$ cat config.mk
export PLATFORM = sky130hd
export DESIGN_NAME = spi_bus_byte_monitor_top
export DESIGN_NICKNAME = d
export VERILOG_FILES = /design/src/rtl/spi_mon_pkg.sv /design/src/rtl/spi_mon_core.sv /design/src/rtl/spi_mon_outq.sv /design/src/rtl/spi_bus_byte_monitor_top.sv
export SDC_FILE = /design/constraint.sdc
export NUM_CORES = 1
export LEC_CHECK = 0
export BUFFER_PORTS_ARGS = -buffer_cell sky130_fd_sc_hd__buf_2
export CORE_AREA = 3 3 107 129
export CTS_CLUSTER_SIZE = 8
export DETAILED_ROUTE_END_ITERATION = 10
export DIE_AREA = 0 0 110 132
export PLACE_DENSITY = 0.55
export SYNTH_ARGS = -nofsm -noshare
export SYNTH_HDL_FRONTEND = slang
export SYNTH_SLANG_ARGS = --single-unit
$ cat constraint.sdc
create_clock -name clk -period 5.6 [get_ports clk]
set_clock_uncertainty 0.15 [all_clocks]
set_input_delay 1.12 -clock clk [delete_from_list [all_inputs] [get_ports clk]]
set_output_delay 1.12 -clock clk [all_outputs]
set_load 0.03 [all_outputs]
$ cat src/rtl/spi_mon_pkg.sv
`timescale 1ns / 1ps

package spi_mon_pkg;

	localparam int unsigned BitsPerByte = 8;
	localparam int unsigned BitCntBits  = $clog2(BitsPerByte);

	typedef enum logic [1:0] {
		SPI_MODE0 = 2'd0,
		SPI_MODE1 = 2'd1,
		SPI_MODE2 = 2'd2,
		SPI_MODE3 = 2'd3
	} spi_mode_t;

	typedef struct packed {
		logic [BitsPerByte-1:0] mosi_byte;
		logic [BitsPerByte-1:0] miso_byte;
		logic                   in_transaction;
	} spi_bytes_t;

	function automatic logic capture_on_rise(input spi_mode_t mode);
		logic rise;
		case (mode)
			SPI_MODE0, SPI_MODE3: rise = 1'b1;
			default:              rise = 1'b0;
		endcase
		return rise;
	endfunction

endpackage

$ cat src/rtl/spi_mon_core.sv
`timescale 1ns / 1ps

module spi_mon_core import spi_mon_pkg::*; #(
	parameter int unsigned BYTE_INDEX_BITS = 16
) (
	input  logic                       clk,
	input  logic                       arst_n,
	input  spi_mode_t                  mode,
	input  logic                       in_valid,
	output logic                       in_stall,
	input  logic                       sclk_level,
	input  logic                       cs_n_level,
	input  logic                       mosi_level,
	input  logic                       miso_level,
	input  logic                       res_room,
	output logic                       res_push,
	output spi_bytes_t                 res_bytes,
	output logic [BYTE_INDEX_BITS-1:0] res_index
);

	localparam logic [BYTE_INDEX_BITS-1:0] IndexMax = '1;
	localparam logic [BitCntBits-1:0]      BitLast  = BitCntBits'(BitsPerByte - 1);

	logic valid_s1;
	logic sclk_s1;
	logic cs_n_s1;
	logic mosi_s1;
	logic miso_s1;

	logic                       prev_sclk_q;
	logic                       seen_q;
	logic                       prev_cs_q;
	logic [BitsPerByte-1:0]     mosi_shift_q;
	logic [BitsPerByte-1:0]     miso_shift_q;
	logic [BitCntBits-1:0]      bit_cnt_q;
	logic [BYTE_INDEX_BITS-1:0] byte_cnt_q;

	logic                       cs_active;
	logic                       cs_assert;
	logic [BitCntBits-1:0]      bit_base;
	logic [BYTE_INDEX_BITS-1:0] byte_base;
	logic                       rising;
	logic                       falling;
	logic                       capture;
	logic                       done;
	logic [BitsPerByte-1:0]     mosi_next;
	logic [BitsPerByte-1:0]     miso_next;
	logic [BYTE_INDEX_BITS-1:0] byte_next;
	logic                       advance;

	always_comb begin
		cs_active = ~cs_n_s1;
		cs_assert = cs_active & ~prev_cs_q;
		bit_base  = cs_assert ? '0 : bit_cnt_q;
		byte_base = cs_assert ? '0 : byte_cnt_q;
		rising    = seen_q & ~prev_sclk_q & sclk_s1;
		falling   = seen_q & prev_sclk_q & ~sclk_s1;
		capture   = capture_on_rise(mode) ? rising : falling;
		done      = capture && (bit_base == BitLast);
		mosi_next = {mosi_shift_q[BitsPerByte-2:0], mosi_s1};
		miso_next = {miso_shift_q[BitsPerByte-2:0], miso_s1};
		byte_next = (done && (byte_base != IndexMax)) ? byte_base + 1'b1 : byte_base;
		advance   = valid_s1 & (~done | res_room);
	end

	assign in_stall  = valid_s1 & ~advance;
	assign res_push  = advance & done;
	assign res_bytes = '{mosi_byte: mosi_next, miso_byte: miso_next, in_transaction: cs_active};
	assign res_index = byte_next;

	always_ff @(posedge clk or negedge arst_n) begin
		if (!arst_n) begin
			valid_s1 <= 1'b0;
		end else if (!in_stall) begin
			valid_s1 <= in_valid;
		end
	end

	always_ff @(posedge clk) begin
		if (in_valid && !in_stall) begin
			sclk_s1 <= sclk_level;
			cs_n_s1 <= cs_n_level;
			mosi_s1 <= mosi_level;
			miso_s1 <= miso_level;
		end
	end

	always_ff @(posedge clk or negedge arst_n) begin
		if (!arst_n) begin
			prev_sclk_q  <= 1'b0;
			seen_q       <= 1'b0;
			prev_cs_q    <= 1'b0;
			mosi_shift_q <= '0;
			miso_shift_q <= '0;
			bit_cnt_q    <= '0;
			byte_cnt_q   <= '0;
		end else if (advance) begin
			prev_sclk_q <= sclk_s1;
			seen_q      <= 1'b1;
			prev_cs_q   <= cs_active;
			byte_cnt_q  <= byte_next;
			if (capture) begin
				mosi_shift_q <= mosi_next;
				miso_shift_q <= miso_next;
				bit_cnt_q    <= bit_base + 1'b1;
			end else begin
				bit_cnt_q <= bit_base;
			end
		end
	end

	// A result always carries a 1-based byte index.
	assert property (@(posedge clk) disable iff (!arst_n) res_push |-> res_index != '0)
		else $error("result pushed with a zero byte index");

	// Chip select assertion restarts the bit count; at most one bit lands in the same item.
	assert property (@(posedge clk) disable iff (!arst_n)
		(advance && cs_assert) |=> (bit_cnt_q == '0 || bit_cnt_q == BitCntBits'(1)))
		else $error("bit counter not restarted on chip select assertion");

	// The byte counter only moves by one step unless chip select is asserted.
	assert property (@(posedge clk) disable iff (!arst_n)
		(advance && !cs_assert) |=>
		(byte_cnt_q == $past(byte_cnt_q) || byte_cnt_q == $past(byte_cnt_q) + 1'b1))
		else $error("byte counter jumped");

endmodule

$ cat src/rtl/spi_mon_outq.sv
`timescale 1ns / 1ps

module spi_mon_outq import spi_mon_pkg::*; #(
	parameter int unsigned BYTE_INDEX_BITS = 16
) (
	input  logic                       clk,
	input  logic                       arst_n,
	input  logic                       push,
	input  spi_bytes_t                 push_bytes,
	input  logic [BYTE_INDEX_BITS-1:0] push_index,
	output logic                       room,
	output logic                       out_valid,
	input  logic                       out_stall,
	output spi_bytes_t                 out_bytes,
	output logic [BYTE_INDEX_BITS-1:0] out_index
);

	spi_bytes_t                 bytes_q [2];
	logic [BYTE_INDEX_BITS-1:0] index_q [2];
	logic                       wr_ptr_q;
	logic                       rd_ptr_q;
	logic [1:0]                 count_q;
	logic                       pop;

	assign out_valid = count_q != 2'd0;
	assign room      = count_q != 2'd2;
	assign pop       = out_valid & ~out_stall;
	assign out_bytes = bytes_q[rd_ptr_q];
	assign out_index = index_q[rd_ptr_q];

	always_ff @(posedge clk) begin
		if (push) begin
			bytes_q[wr_ptr_q] <= push_bytes;
			index_q[wr_ptr_q] <= push_index;
		end
	end

	always_ff @(posedge clk or negedge arst_n) begin
		if (!arst_n) begin
			wr_ptr_q <= 1'b0;
			rd_ptr_q <= 1'b0;
			count_q  <= 2'd0;
		end else begin
			if (push) begin
				wr_ptr_q <= ~wr_ptr_q;
			end
			if (pop) begin
				rd_ptr_q <= ~rd_ptr_q;
			end
			case ({push, pop})
				2'b10:   count_q <= count_q + 2'd1;
				2'b01:   count_q <= count_q - 2'd1;
				default: count_q <= count_q;
			endcase
		end
	end

	// Nothing is written into a full buffer.
	assert property (@(posedge clk) disable iff (!arst_n) push |-> count_q != 2'd2)
		else $error("push into full result buffer");

endmodule

$ cat src/rtl/spi_bus_byte_monitor_top.sv
`timescale 1ns / 1ps

// Passive SPI bus byte monitor.
// The input channel takes one sample of the SCLK, chip select, MOSI and MISO pins per item,
// qualified by in_valid and held off by in_stall. The output channel presents one item per
// completed byte: the MOSI and MISO bytes, whether chip select was active, and the 1-based
// byte index since chip select was asserted, qualified by out_valid and held by out_stall.
// Samples that complete no byte produce no output item.
// The SPI mode is written through cfg_wr_en and cfg_wr_data; the user must write it only while no
// sample is in flight, as the block itself does not enforce this. An accepted item is registered,
// processed in a single pass and lands in a two-entry result buffer, from which it is taken.
// One sample is accepted every cycle as long as the result buffer has room.
// When the receiver stalls, the buffer fills; in_stall rises only when the buffer is full
// and the pending sample would complete a byte.
// Reset clears the mode to 0, the edge detector, shift registers, counters and the buffer.
// The first sample after reset only loads the edge detector.
module spi_bus_byte_monitor_top import spi_mon_pkg::*; #(
	parameter int unsigned BYTE_INDEX_BITS = 16
) (
	input  logic                       clk,
	input  logic                       arst_n,
	input  logic                       cfg_wr_en,
	input  logic [1:0]                 cfg_wr_data,
	input  logic                       in_valid,
	output logic                       in_stall,
	input  logic                       sclk_level,
	input  logic                       cs_n_level,
	input  logic                       mosi_level,
	input  logic                       miso_level,
	output logic                       out_valid,
	input  logic                       out_stall,
	output logic [BitsPerByte-1:0]     mosi_byte,
	output logic [BitsPerByte-1:0]     miso_byte,
	output logic                       in_transaction,
	output logic [BYTE_INDEX_BITS-1:0] byte_index
);

	spi_mode_t                  mode_q;
	logic                       res_room;
	logic                       res_push;
	spi_bytes_t                 res_bytes;
	logic [BYTE_INDEX_BITS-1:0] res_index;
	spi_bytes_t                 out_bytes;

	always_ff @(posedge clk or negedge arst_n) begin
		if (!arst_n) begin
			mode_q <= SPI_MODE0;
		end else if (cfg_wr_en) begin
			mode_q <= spi_mode_t'(cfg_wr_data);
		end
	end

	spi_mon_core #(
		.BYTE_INDEX_BITS(BYTE_INDEX_BITS)
	) u_core (
		.clk        (clk),
		.arst_n     (arst_n),
		.mode       (mode_q),
		.in_valid   (in_valid),
		.in_stall   (in_stall),
		.sclk_level (sclk_level),
		.cs_n_level (cs_n_level),
		.mosi_level (mosi_level),
		.miso_level (miso_level),
		.res_room   (res_room),
		.res_push   (res_push),
		.res_bytes  (res_bytes),
		.res_index  (res_index)
	);

	spi_mon_outq #(
		.BYTE_INDEX_BITS(BYTE_INDEX_BITS)
	) u_outq (
		.clk        (clk),
		.arst_n     (arst_n),
		.push       (res_push),
		.push_bytes (res_bytes),
		.push_index (res_index),
		.room       (res_room),
		.out_valid  (out_valid),
		.out_stall  (out_stall),
		.out_bytes  (out_bytes),
		.out_index  (byte_index)
	);

	assign mosi_byte      = out_bytes.mosi_byte;
	assign miso_byte      = out_bytes.miso_byte;
	assign in_transaction = out_bytes.in_transaction;

endmodule
# --- Word-level counts from Yosys, hierarchy flattened ---
# Memory sizes are Yosys's and may differ from the RTL's.
# Cells that the tools add are included.
totals:
  wordCells: 65
  out_inout_bits: 35
  romBits: 0
  n_memories: 2
  latchBits: 0
  regBits: 47
  ramBits: 66
  inputBits: 11
classes:
  div_mod_pow: 0
  mux: 9
  multipliers: 0
  n_lt_le_gt_ge: 0
  eq_ne: 6
  shift: 0
  reduce_logical: 9
  n_bitwise: 19
  add_sub_neg: 4
memory_table:
  columns: ["name", "words", "width", "read_ports", "rd_ports_with_merged_regs", "wr", "line", "rtl"]
  rows:
  - ["u_outq.bytes_q", 2, 17, 1, 0, 1, "spi_mon_outq.sv:18", "spi_bytes_t bytes_q [2];"]
  - ["u_outq.index_q", 2, 16, 1, 0, 1, "spi_mon_outq.sv:19", "logic [BYTE_INDEX_BITS-1:0] index_q [2];"]
op_table:
  columns: ["operator", "n"]
  rows:
  - ["$mux W16", 2]
  - ["$add A16 B1 Y16 const B", 1]
  - ["$ne A16 B16 Y1 const B", 1]
  - ["$and A1 B1 Y1", 9]
  - ["$not A1 Y1", 9]
  - ["$mux W3", 2]
  - ["$eq A2 B2 Y1 const B", 2]
  - ["$mux W1", 4]
  - ["$pmux W2 S2", 1]
  - ["$reduce_bool A2 Y1", 2]
  - ["$add A3 B1 Y3 const B", 1]
  - ["$eq A3 B3 Y1 const B", 1]
  - ["$logic_and A1 B1 Y1", 3]
  - ["$add A2 B1 Y2 const B", 1]
  - ["$eq A2 B1 Y1 const B", 1]
  - ["$logic_not A2 Y1", 1]
  - ["$ne A2 B2 Y1 const B", 1]
  - ["$reduce_and A2 Y1", 1]
  - ["$reduce_or A2 Y1", 1]
  - ["$sub A2 B1 Y2 const B", 1]
  - ["$logic_not A1 Y1", 1]
  - ["$or A1 B1 Y1", 1]

# --- Longest topological paths before layout ---
logic_depth:
  depth_word: 12
  depth_mapped: 16

# --- Cells and area by module ---
# A second synthesis with hierarchy kept.
unflattened:
  hier_cells: 356
  hier_area_um2: 5195.0
modules_own_cells:
  columns: ["module", "seq_area_each_um2", "n_inst", "area_per_inst_um2", "cells_each"]
  rows:
  - ["spi_mon_outq", 2082.0, 1, 2736.4, 120]
  - ["spi_mon_core", 1046.0, 1, 2386.0, 232]
  - ["spi_bus_byte_monitor_top", 50.0, 1, 72.6, 4]

# --- Worst setup path before layout ---
# No wires, ideal clock.
synth_path:
  kind: "register to register"
  startpoint: "register u_core.cs_n_s1"
  endpoint: "memory u_outq.bytes_q[0][0] in the netlist's numbering, enable pin"
  path_stages_with_launch: 14
  setup_slack_ps: 964
  arrival_time_ps: 4063
  period_less_slack_ps: 4636
  path_cell_list: "edfxtp_1 > or2_2 > clkbuf_1 > clkbuf_1 > and2_1 > ha_1 > ha_1 > nand4b_1 > mux2_4 > o2111a_1 > buf_2 > buf_6 > nand2_1 > nor2_1"
synth_via:
  elab_chain_cells: 11
synth_lines:
  columns: ["item", "line", "rtl"]
  rows:
  - ["start, declared", "spi_mon_core.sv:26", "logic cs_n_s1;"]
  - ["start signal, assigned", "spi_mon_core.sv:82", "cs_n_s1 <= cs_n_level;"]
  - ["$not A1 Y1 *", "spi_mon_core.sv:52", "cs_active = ~cs_n_s1;"]
  - ["$and A1 B1 Y1 *", "spi_mon_core.sv:53", "cs_assert = cs_active & ~prev_cs_q;"]
  - ["$mux W3 *", "spi_mon_core.sv:54", "bit_base = cs_assert ? '0 : bit_cnt_q;"]
  - ["$eq A3 B3 Y1 *", "spi_mon_core.sv:59", "done = capture && (bit_base == BitLast);"]
  - ["$logic_and A1 B1 Y1 *", "spi_mon_core.sv:59", null]
  - ["$not A1 Y1", "spi_mon_core.sv:63", "advance = valid_s1 & (~done | res_room);"]
  - ["$or A1 B1 Y1", "spi_mon_core.sv:63", null]
  - ["$and A1 B1 Y1", "spi_mon_core.sv:63", null]
  - ["$and A1 B1 Y1 *", "spi_mon_core.sv:67", "assign res_push = advance & done;"]
  - ["$mux W1 *", "spi_mon_outq.sv:32", "if (push) begin"]
  - ["$mux W1 (not written as such) *", "spi_mon_outq.sv:33", "bytes_q[wr_ptr_q] <= push_bytes;"]
  - ["end, declared", "spi_mon_outq.sv:18", null]
# Every way passes the cells marked *; elsewhere a longest branch is shown, timed or not.

# --- Worst setup path in the final report ---
layout_path:
  startpoint: "register u_core.cs_n_s1"
  endpoint: "output port in_stall"
layout_via:
  elab_chain_cells: 10
layout_lines:
  columns: ["item", "line", "rtl"]
  rows:
  - ["$not A1 Y1", "spi_mon_core.sv:52", null]
  - ["$and A1 B1 Y1", "spi_mon_core.sv:53", null]
  - ["$mux W3", "spi_mon_core.sv:54", null]
  - ["$eq A3 B3 Y1", "spi_mon_core.sv:59", null]
  - ["$logic_and A1 B1 Y1", "spi_mon_core.sv:59", null]
  - ["$not A1 Y1", "spi_mon_core.sv:63", null]
  - ["$or A1 B1 Y1", "spi_mon_core.sv:63", null]
  - ["$and A1 B1 Y1", "spi_mon_core.sv:63", null]
  - ["$not A1 Y1", "spi_mon_core.sv:66", "assign in_stall = valid_s1 & ~advance;"]
  - ["$and A1 B1 Y1", "spi_mon_core.sv:66", null]
  - ["end, declared", "spi_bus_byte_monitor_top.sv:25", "output logic in_stall,"]
# Every way passes these cells.

==> results.yml <==
outcome:
  status: "finished clean"
logic_synthesis:
  synth_edf_count: 70
  ys_ff_latch: 113
  syn_nets: 374
  syn_area_sq_um: 5030
  synthArstFlopShare_pct: 38.1
  synth_ff_type: "edfxtp_1"
  synth_top_area_share_pct: 41.8
  yosysSeqAreaShare_pct: 63.2
  synth_cell_type_count: 57
  netlist_top_cells_area: "edfxtp_1 (42%), dfrtp_1 (21%), mux2_2 (11%)"
  synth_top_cell_by_area: "edfxtp_1"
  synth_cells: 359
  synth_area_per_cell_sq_um: 14.0
  ys.warnings.count: 0
timing:
  relSlewSlack_pct: 32.7
  rsz0062_at_grt: "no"
  max_freq_mhz: 245
  period_needed_ps: 4090
  setup_viol: 0
  worst_pin_slew_ps: 1010
  finalHoldViolCount: 0
  final.period_utilization_pct: 73.0
  maxSlewViolCount: 0
  fin_tns_setup_ps: 0
global_route:
  overflow: 0
  grt_pass1_vias: 3084
  grt_antenna_before_repair: 0
  grt_max_degree: 44
  grt_first_pass_wirelength_mm: 15.9
  grtUsageTotal_pct: 14.5
cells_and_area:
  final_util_pct: 47.5
  syn_to_final_growth_pct: 19.6
  insertedDiodeCount: 0
  drive_gt1_share_pct: 34.8
  multiInputGateArea_sq_um: 1740
  fillers: 1169
  seq_area_sq_um: 3180
  layout.nets: 427
  layout_commonest_cell: "edfxtp_1"
  final_cell_mix: "edfxtp_1 (70), mux2_2 (48), buf_2 (45), dfrtp_1 (43), nand2_1 (22)"
floorplanning:
  die_area_sq_um: 14500
  fp.dieW_um: 110
  rows: 45
  core_sq_um: 12700
  die_h_um: 132
  initial_core_util_pct: 39.7
  ioPinCount: 46
critical_path:
  critPathCapture: "in_stall"
  r2r_cells: 10
  cp-end-kind: "output port"
  rrSetupSlack_ps: 1550
  crit_type: "reg2out"
  crit_path_start: "u_core.cs_n_s1$_DFFE_PP_"
  r2r-end: "u_outq.index_q[0][7]$_DFFE_PP_"
  r2r-start: "u_core.cs_n_s1$_DFFE_PP_"
  cp_max_fo: 21
  worstPathRequired_ps: 4330
  start_kind: "register"
  arrival_ps: 2820
routing:
  via_count: 3028
  drt.antenna.violating_nets: 0
  wirelength_mm: 9.70
  vias_per_cell: 5.14
  routedWlPerCell_um: 16.5
  drc: 0
  drtIter0Drc: 168
  drt_first_pass_iters: 4
clocking:
  numCtsBuffers: 17
  htree_levels: 4
  clk_latency_ps: 400
  root_buffer: "clkbuf_16"
  clkTransAtPathRegs_ps: 60
  clock-sinks: 113
  cts_resized: 0
  clk_path_buf_depth: 2
  cts_hold_buf: 0
  cts_setup_buffers: 0
  cts_tree: "done"
power:
  cellPowerDensity_nw_per_um2: 429
  finalPower_mw: 2.58
  leakagePower_nw: 2.20
  p_sw_mw: 0.703
  p_clk_share_pct: 42.2
  peakVddDrop_uv: 211
  power_frac_comb_pct: 16.3
  p_sw_share_pct: 27.2
  power_frac_seq_pct: 41.5
  p_int_mw: 1.88
place:
  portBuffers: 45
  place_congestion: 0.816
  place_hpwl_mm: 6.39
min_path:
  hp-class: "reg2reg"
run:
  maxCapViolCount: 0
[cell usage after synthesis, drive strengths merged (3+ instances only)]
cell,count
edfxtp,70
mux2,50
dfrtp,43
nand2,22
nand3,13
nor2,12
a21oi,11
o21ai,10
o211ai,9
xnor2,9
and2,8
clkbuf,8
nor3,8
buf,7
or3,7
xor2,7
inv,6
a31oi,5
and3,5
ha,4
nand2b,4
or2,4
or4,4
a22oi,3
nand4b,3
o2111ai,3
o21a,3
o31ai,3
[registers in the layout, indices dropped and copies added, names as in the netlist]
| name | flops |
|---|---|
| u_core.seen_q | 1 |
| u_core.bit_cnt_q | 3 |
| u_outq.rd_ptr_q | 1 |
| u_core.miso_s1 | 1 |
| u_core.valid_s1 | 1 |
| u_core.sclk_s1 | 1 |
| u_core.prev_cs_q | 1 |
| mode_q | 2 |
| u_outq.wr_ptr_q | 1 |
| u_core.cs_n_s1 | 1 |
| u_core.byte_cnt_q | 16 |
| u_core.miso_shift_q | 7 |
| u_outq.bytes_q | 34 |
| u_core.mosi_shift_q | 7 |
| u_core.mosi_s1 | 1 |
| u_outq.index_q | 32 |
| u_core.prev_sclk_q | 1 |
| u_outq.count_q | 2 |
[power groups by stage]
stage | Combinational [mW] | Clock (mW) | Sequential (mW)
6_report | 0.421 | 1.09 | 1.07
5_1_grt | 0.456 | 1.15 | 1.09
4_1_cts | 0.431 | 1.11 | 1.08
3_5_place_dp | 0.429 | 0 | 1.09
3_3_place_gp | 0.426 | 0 | 1.09
2_1_floorplan | 0.354 | 0 | 1.04
[worst min-delay path by stage]
stage                                             from                         endpoint  slack, ps  cells after the start
detailed placement  u_core.miso_shift_q[6]$_DFFE_PN0P_   u_outq.bytes_q[0][8]$_DFFE_PP_        300                      0
global route        u_core.miso_shift_q[6]$_DFFE_PN0P_   u_outq.bytes_q[1][8]$_DFFE_PP_        330                      0
floorplan           u_core.mosi_shift_q[6]$_DFFE_PN0P_  u_outq.bytes_q[0][16]$_DFFE_PP_        280                      0
finish              u_core.miso_shift_q[6]$_DFFE_PN0P_   u_outq.bytes_q[0][8]$_DFFE_PP_        310                      0
CTS                 u_core.miso_shift_q[6]$_DFFE_PN0P_   u_outq.bytes_q[0][8]$_DFFE_PP_        310                      0
global placement    u_core.miso_shift_q[6]$_DFFE_PN0P_   u_outq.bytes_q[0][8]$_DFFE_PP_        300                      0
[cell type report]
class	instances	area share, %
clock buffers	17	7.07
clock inverters	15	3.06
inverters	6	0.375
multi-input cells	225	29.0
flip-flops and latches	113	52.9
well taps	164	3.41
repair buffers	49	4.24
[per-layer routing]
metal  share of wire [%]  routed length [um]  vias up  GRT usage, %
met3                 3.2                 308        9          3.82
met2                  51                4990       53          22.9
met4                 1.5                 147        0          6.58
li1                    -                   -     1471             -
met5                   0                   0        -             0
met1                  44                4250     1495          18.6
[through the flow]
step / instances / setup WS, ps / hold WS [ps] / cell area (sq um)
2_1_floorplan: 359 / 964 / 285 / 5030
3_3_place_gp: 557 / 1630 / 296 / 5400
3_5_place_dp: 557 / 1550 / 303 / 5400
4_1_cts: 589 / 1480 / 308 / 6010
5_1_grt: 589 / 1250 / 335 / 6010
6_report: 589 / 1510 / 306 / 6010
[critical path: stages, from the launching register on]
cell and delay (ps):
edfxtp_1 440, or2_2 410, and2_1 220, ha_1 160
ha_1 210, nand4b_1 200, mux2_4 350, nor2_1 100
nand2_1 90, inv_1 70, buf_2 180
[cells by family (layout without fill, tap and decap cells)]
kind of cell,after synthesis,after routing,share of synthesized area [%]
DFF,113,113,63.2
xor gates and xnor gates,16,16,2.94
adders and majority gates,4,4,0.996
buffers and inverters,21,87,2.14
muxes,52,52,11.9
AOI/OAI and AO/OA,56,56,8.19
and+or+nand+nor,97,97,10.6
Note: power is estimated with default switching activity, not from simulation.
